## config.mk

```make
export PLATFORM = sky130hd
export DESIGN_NAME = obfn_div_stage
export DESIGN_NICKNAME = d
export VERILOG_FILES = /design/src/rtl/core/obfn_div_stage.sv
export SDC_FILE = /design/constraint.sdc
export NUM_CORES = 1
export LEC_CHECK = 0
export ABC_AREA = 1
export BUFFER_PORTS_ARGS = -buffer_cell sky130_fd_sc_hd__buf_2
export CORE_ASPECT_RATIO = 0.75
export CORE_MARGIN = 4
export CORE_UTILIZATION = 40
export DETAILED_ROUTE_END_ITERATION = 8
export PLACE_DENSITY_LB_ADDON = 0.3
export RECOVER_POWER = 50
export SYNTH_ARGS = -nofsm -noshare
export SYNTH_HDL_FRONTEND = slang
export SYNTH_SLANG_ARGS = --single-unit
```

## constraint.sdc

```tcl
create_clock -name vclk -period 3.7
set_clock_uncertainty 0.2 [all_clocks]
set_input_delay 0.74 -clock vclk [all_inputs]
set_output_delay 0.74 -clock vclk [all_outputs]
set_load 0.02 [all_outputs]
```

## src/rtl/core/obfn_div_stage.sv

```systemverilog
// One restoring-division step for the pipelined dividers of the frame builder.
// Depends on nothing; instantiated per quotient bit by the top level.
module obfn_div_stage #(
   parameter int DW = 18
) (
   input  logic [DW-1:0] rem_i,
   input  logic          bit_i,
   input  logic [DW-1:0] den_i,
   output logic [DW-1:0] rem_o,
   output logic          q_o
);
   logic [DW:0] trial;
   assign trial = {rem_i, bit_i};
   always_comb begin
      if (trial >= {1'b0, den_i}) begin
         q_o   = 1'b1;
         rem_o = DW'(trial - {1'b0, den_i});
      end else begin
         q_o   = 1'b0;
         rem_o = trial[DW-1:0];
      end
   end
endmodule

```

==> results, run 1 <==
- The run finished with clean final reports.
- The tightest min-delay check is of the primary input to output port type.
- The number of global-route vias before repair is ~1,700.
- Timing would allow up to 0.286 GHz.
- In this run the core area contains 19 standard-cell rows.
- Setup violations remaining at the end of the flow were counted as 0.
- The number of failing hold endpoints at the final stage is 0.
- After routing the design area is ~2000 um2.
- The aggregate global-route resource usage is between 10% and 20%.
- The switching power of the nets is roughly 0.00024 W.
- The I/O pin count is 56.
- The final net count is 417.
- The number of distinct library cells after synthesis is 29.
- For the pin with the worst max-slew slack, the measured transition is 0.658 ns.
- The startpoint-to-endpoint class of the critical path is primary input to output port.
- The endpoint of the most critical setup path is rem_o[16].
- The top cell type by area accounts for 24.3% of the synthesized area.
- The number of setup buffers added after CTS is 0.
- The layout-stage area growth over the synthesis result is 26.2%.
- In the routed design, unresolved DRC markers number 0.
- The global-route wire length before repair is between 7 and 8 mm.
- The number of pins with negative max-slew slack in the final report is 0.
- The number of buffers inserted by port buffering is 56.
- The worst supply voltage drop on vdd is 0.0000836 V.
- The floorplan step set the die height to roughly 63 um.
- The leftover overflow at the end of global routing is 0.
- The share of total power in combinational logic is between 90% and 100%.
- The power per unit of standard cell area is around 190 nW/um2.
- The highest fanout seen on the critical path is 4.
- The clock power share is 0%.
- The top cell type by total area after synthesis is sky130_fd_sc_hd__nand2_1.
- The total internal power is roughly 0.00015 W.
- The number of antenna repair diodes is 0.
- After detailed routing, the average wire length per cell comes to 10.3 um.
- STA classifies the critical path startpoint as a primary input.
- Of the available clock period, the critical path in the final layout requires between 90% and 100%.
- Setup repair after global routing left no endpoint under its margin.
- After routing, the total negative slack on setup checks comes to 0 ns.
- The core box area is between 3000 and 4000 um2.
- The area used by sequential logic in the layout is 0 um2.
- In this run the cell area of the synthesized design comes to ~1600 um2.
- The tool flagged a number of max-cap violations equal to 0.
- The effective utilization at floorplan is a little over two fifths.
- The first element of the critical path is bit_i.
- The worst pin sits at a relative slew slack of between 50% and 60%.
- In the finished design the tool counted flip-flops and latches totalling 0.
- The clock period minus worst slack is roughly 3.5 ns.
- The die area is 5110 um2.
- The via density per instance is between 4 and 5.
- The wire length reported by the detailed router is roughly 4.2 mm.
- The number of cells produced by synthesis is slightly below 300.
- The critical path endpoint category is an output port.
- The number of search-and-repair iterations in the first detailed-routing pass is 4.
- The share of total power dissipated in sequential elements is 0%.
- The pin count of the biggest net entering global routing is 18.
- STA puts the critical path data arrival time at approximately 2.6 ns.
- Detailed routing inserted a total of approximately 1,900 vias.
- Detailed placement ended at an HPWL of between 3 and 4 mm.
- At the worst endpoint, the required time is roughly 2.8 ns.
- Synthesis produced a netlist with a net count of about 350.
- Routability-driven placement finished with a final weighted congestion of roughly 0.94.
- In this run the mean area of a mapped cell was approximately 5.5 um2.
- The detail route stage leaves a number of antenna-violating nets equal to 0.
- The initial antenna violation count is 0.
- In the final layout, the share of cells above drive strength 1 is 32.6%.
- The Yosys step of the flow raised 0 warnings.
- Of the synthesized area, sequential elements account for 0%.
- In this run the static leakage power is ~1.2 nW.
- The post-cts repair resize count is 1.
- In this run the cell area measured after placement is between 2000 and 2500 um2.
- Buffers inserted to repair hold after CTS numbered 0.
- The detailed router finished its first iteration with 78 violations.
- Sorting the synthesized cells by area gives the leading types as sky130_fd_sc_hd__nand2_1 24%, sky130_fd_sc_hd__ha_1 14%, sky130_fd_sc_hd__inv_1 10%.
- The clock buffer count in the final layout is 0.
- The chip width is around 81 um.
- Net switching is about three fifths of the power.
-- synth_stat cells (all sizes together) --
| master | instances |
|---|---|
| and2 | 1 |
| ha | 18 |
| nand3b | 9 |
| nand2 | 119 |
| o21bai | 1 |
| or2 | 2 |
| nand3 | 34 |
| nand4 | 1 |
| nor3 | 3 |
| o21ai | 2 |
| xor2 | 8 |
| buf | 4 |
| a21oi | 10 |
| nor2 | 26 |
| fa | 1 |
| inv | 51 |
-- worst max-delay path, cell delays in order --
cell	delay, ns
sky130_fd_sc_hd__buf_2	0.09
sky130_fd_sc_hd__inv_1	0.06
sky130_fd_sc_hd__ha_1	0.14
sky130_fd_sc_hd__inv_1	0.10
sky130_fd_sc_hd__fa_1	0.40
sky130_fd_sc_hd__nand2_1	0.10
sky130_fd_sc_hd__nand2_1	0.07
sky130_fd_sc_hd__and2_1	0.15
sky130_fd_sc_hd__nand2_1	0.08
sky130_fd_sc_hd__nand2_2	0.10
sky130_fd_sc_hd__nand2_1	0.11
sky130_fd_sc_hd__nand2_1	0.05
sky130_fd_sc_hd__nand2_1	0.06
sky130_fd_sc_hd__nand3_1	0.07
sky130_fd_sc_hd__nand2_1	0.06
sky130_fd_sc_hd__buf_2	0.16
-- through the flow --
| step | util [%] | setup WS (ns) | total power [W] | hold slack (ns) | cells |
|---|---|---|---|---|---|
| finish | 54.0 | 0.204 | 0.000386 | 1.63 | 411 |
| global route | 54.0 | 0.0278 | 0.000436 | 1.66 | 411 |
| CTS | 54.3 | 0.150 | 0.000391 | 1.64 | 411 |
| detailed placement | 54.1 | -0.0108 | 0.000387 | 1.64 | 411 |
| global placement | 54.1 | 0.0247 | 0.000384 | 1.63 | 411 |
| floorplan | - | 0.582 | 0.000269 | 1.45 | 290 |
-- worst min path at each step --
| stage | start | end | slack (ns) | cells after the start |
|---|---|---|---|---|
| after detailed placement | rem_i[5] | rem_o[6] | 1.64 | 4 |
| after global placement | rem_i[8] | rem_o[9] | 1.63 | 4 |
| after global routing | rem_i[5] | rem_o[6] | 1.66 | 4 |
| after floorplan | rem_i[0] | rem_o[1] | 1.45 | 2 |
| final | rem_i[5] | rem_o[6] | 1.63 | 4 |
| after CTS | rem_i[5] | rem_o[6] | 1.64 | 4 |
-- cell usage in the layout, fill, tap and decap left out, types with 2 or more instances in the layout --
cell type,Yosys,layout
sky130_fd_sc_hd__nor3_1,2,2
sky130_fd_sc_hd__ha_1,18,18
sky130_fd_sc_hd__nor2_1,19,19
sky130_fd_sc_hd__nand3b_1,9,9
sky130_fd_sc_hd__nand3_2,12,12
sky130_fd_sc_hd__nand2_4,3,3
sky130_fd_sc_hd__xor2_1,8,8
sky130_fd_sc_hd__nand2_1,104,103
sky130_fd_sc_hd__buf_4,1,17
sky130_fd_sc_hd__nand3_1,22,22
sky130_fd_sc_hd__clkbuf_2,0,4
sky130_fd_sc_hd__a21oi_1,8,8
sky130_fd_sc_hd__buf_2,0,49
sky130_fd_sc_hd__inv_2,7,7
sky130_fd_sc_hd__nand2_2,12,13
sky130_fd_sc_hd__nor2_2,6,6
sky130_fd_sc_hd__inv_1,44,44
sky130_fd_sc_hd__clkbuf_1,0,3
-- area by class of cell --
cell class | instances | area, um2
Timing Repair Buffer | 73 | 404
Fill cell | 432 | 1730
Tap cell | 52 | 65.1
Multi-Input combinational cell | 235 | 1370
Inverter | 51 | 191
-- power groups by stage --
stage / logic [W] / registers [W] / clock network, W
5_1_grt: 0.000436 / 0 / 0
2_1_floorplan: 0.000269 / 0 / 0
4_1_cts: 0.000391 / 0 / 0
3_5_place_dp: 0.000387 / 0 / 0
3_3_place_gp: 0.000384 / 0 / 0
6_report: 0.000386 / 0 / 0
-- cells by family after synthesis --
logic type,Yosys count,synth area share (%)
AOI/OAI and AO/OA,13,5.14
xor gates and xnor gates,8,4.36
adders and majority gates,19,15.3
buffers and inverters,55,15.0
and+or+nand+nor,195,60.2
-- metal layers --
layer / wire length, um / vias to the layer above / GRT usage (%)
met4: 0 / 0 / 0
li1: - / 1042 / -
met2: 1780 / 41 / 27.0
met3: 218 / 0 / 0.288
met1: 2240 / 821 / 26.5
met5: 0 / - / 0
Note: power is estimated with default switching activity, not from simulation.
==> run 2: changes to the inputs <==
--- a/config.mk
+++ b/config.mk
@@ -11,6 +11,7 @@
 export CORE_MARGIN = 4
 export CORE_UTILIZATION = 40
 export DETAILED_ROUTE_END_ITERATION = 8
+export MAX_ROUTING_LAYER = met4
 export PLACE_DENSITY_LB_ADDON = 0.3
 export RECOVER_POWER = 50
 export SYNTH_ARGS = -nofsm -noshare
==> run 2 against run 1 <==
Effect of this change:
- cell count unchanged
- clock-buffer cell count unchanged
- die area stayed put
- hold slack is the same
- sequential cell count stayed put
- first-iteration DRC count did not move
- routed wire length about the same
- core utilization did not move
- maximum frequency is essentially flat
- design area unchanged
- critical path type unchanged
- largest power group unchanged
==> results, run 2 (synthesis results as in run 1) <==
- The highest fanout seen on the critical path came to 4 (unchanged).
- The cell area after placement is 2030 um2 (unchanged).
- The number of placement rows was 19 (unchanged).
- The max-capacitance violation count is 0 (unchanged).
- The floorplan die height is 62.9 um (unchanged).
- The element type at the critical path start is a primary input (unchanged).
- The number of antenna repair diodes is 0 (unchanged).
- The first element of the critical path is bit_i (unchanged).
- The via density per instance is 4.64 (was 4.63).
- The number of nets still failing antenna checks after routing was 0 (unchanged).
- The critical path endpoint category is an output port (unchanged).
- The final non-filler cell area was 2030 um2 (unchanged).
- The layout-stage area growth over the synthesis result was 26.2% (unchanged).
- The number of pins with negative max-slew slack in the final report is 0 (unchanged).
- The post-layout total power was 0.000386 W (about the same).
- The slew of the pin with the lowest slew margin is 0.658 ns (about the same).
- The average detailed-routed wire length per instance is 10.3 um (about the same).
- The most frequent cell on the critical path was sky130_fd_sc_hd__nand2_1 (unchanged).
- The number of search-and-repair iterations in the first detailed-routing pass was 4 (unchanged).
- The setup TNS is 0 ns (unchanged).
- The number of failing hold endpoints at the final stage is 0 (unchanged).
- The leftover overflow at the end of global routing is 0 (unchanged).
- The clock buffer count in the final layout is 0 (unchanged).
- The number of buffer and inverter stages on the critical path came to 4 (unchanged).
- The sequential cell count of the final layout was 0 (unchanged).
- The final number of setup-violating endpoints is 0 (unchanged).
- The critical-path cell with the highest stage delay is sky130_fd_sc_hd__fa_1 (unchanged).
- Commonest cells after routing, fill and taps aside: 103 x sky130_fd_sc_hd__nand2_1, 49 x sky130_fd_sc_hd__buf_2, 44 x sky130_fd_sc_hd__inv_1, 22 x sky130_fd_sc_hd__nand3_1, 19 x sky130_fd_sc_hd__nor2_1 (unchanged).
- The worst endpoint required time is 2.76 ns (about the same).
- The leakage power summed over all cells is 1.25 nW (unchanged).
- The I/O pin count is 56 (unchanged).
- The number of setup buffers added after CTS is 0 (unchanged).
- The final instance count without filler cells is 411 (unchanged).
- The worst supply voltage drop on vdd came to 0.0000836 V (about the same).
- The detailed placement HPWL is 3.65 mm (unchanged).
- The startpoint-to-endpoint class of the critical path is primary input to output port (unchanged).
- The highest attainable clock frequency came to 0.286 GHz (about the same).
- The startpoint of the lowest-slack hold path is rem_i[5] (unchanged).
- The clock period minus worst slack is 3.50 ns (about the same).
- The largest stage delay on the critical path is 0.40 ns (about the same).
- RSZ-0062 raised after global routing: false (unchanged).
- The kind of cell adding the most delay to the critical path is simple AND/OR/NAND/NOR gates (unchanged).
- The worst hold margin is 1.63 ns (unchanged).
- The chip width was 81.2 um (unchanged).
- The final estimated routing congestion in global placement came to 0.958 (was 0.941).
- The wire length reported by the detailed router is 4.24 mm (was 4.23 mm).
- The global-route wire length before repair was 7.29 mm (unchanged).
- The worst hold path class is primary input to output port (unchanged).
- The final net count is 417 (unchanged).
- The data arrival time of the critical path is 2.56 ns (about the same).
- The number of cells after detailed placement came to 411 (unchanged).
- The die area was 5110 um2 (unchanged).
- The initial antenna violation count is 0 (unchanged).
- The core box area is 3760 um2 (unchanged).
- The aggregate global-route resource usage came to 17.4% (was 16.9%).
- The area used by sequential logic in the layout is 0 um2 (unchanged).
- The power per unit of standard cell area was 190 nW/um2 (about the same).
- The worst slew margin relative to its limit came to 56.1% (about the same).
- The pin count of the biggest net entering global routing came to 18 (unchanged).
- The number of buffers inserted by port buffering is 56 (unchanged).
- The initial DRC count is 78 (unchanged).
- The via count was 1,905 (was 1,904).
- The final clock period utilization by the worst path is 94.5% (about the same).
- The most common cell after layout, fill and taps aside is sky130_fd_sc_hd__nand2_1 (unchanged).
- The effective utilization at floorplan is 42.8% (unchanged).
- Critical path cell sequence: buf_2, inv_1, ha_1, inv_1, fa_1, nand2_1, nand2_1, and2_1, nand2_1, nand2_2, nand2_1, nand2_1, nand2_1, nand3_1, nand2_1, buf_2 (unchanged).
- The share of final-layout standard cells stronger than drive strength 1 is 32.6% (unchanged).
- The number of DRC violations after detailed routing came to 0 (unchanged).
- Status: complete, no violations (unchanged).
- The number of global-route vias before repair was 1,686 (unchanged).
[run 2: cell counts in the layout (fill, tap and decap cells not counted)]
Identical to the previous run, type by type.
[run 2: cell type report]
type,count,area [um2]
Inverter,51,191
Fill cell,432,1730
Timing Repair Buffer,73,404
Multi-Input combinational cell,235,1370
Tap cell,52,65.1
[run 2: power by group]
part	switching, W	total, W	internal [W]	leakage (nW)
clock network	0	0	0	0
registers	0	0	0	0
logic	0.000236	0.000386	0.000150	1.25
total	0.000236	0.000386	0.000150	1.25
[run 2: stage by stage]
stage                     setup WS [ns]  utilization [%]
after global routing             0.0278             54.0
after CTS                         0.150             54.3
after floorplan                   0.582                -
after detailed placement        -0.0108             54.1
final                             0.203             54.0
after global placement           0.0247             54.1
[run 2: routing by layer]
layer  part of all wire [%]  vias to the layer above  global-route usage, %  wire [um]
met2                     42                       41                   27.0       1780
met1                     53                      822                   26.6       2250
li1                       -                     1042                      -          -
met4                      0                        0                      0          0
met5                      0                        -                      -          0
met3                    4.7                        0                      0        201
[run 2: what timing repair did]
action                                  4_1_cts  5_1_grt
hold buffers                                  0        0
gates resized for setup                       1        1
hold endpoints to repair                      0        0
endpoints found under the setup margin        1        2
[run 2: final timing paths]
path                   endpoint  slack [ns]  cells after the start
worst max-delay path  rem_o[16]        0.20                     16
worst min-delay path   rem_o[6]        1.63                      4
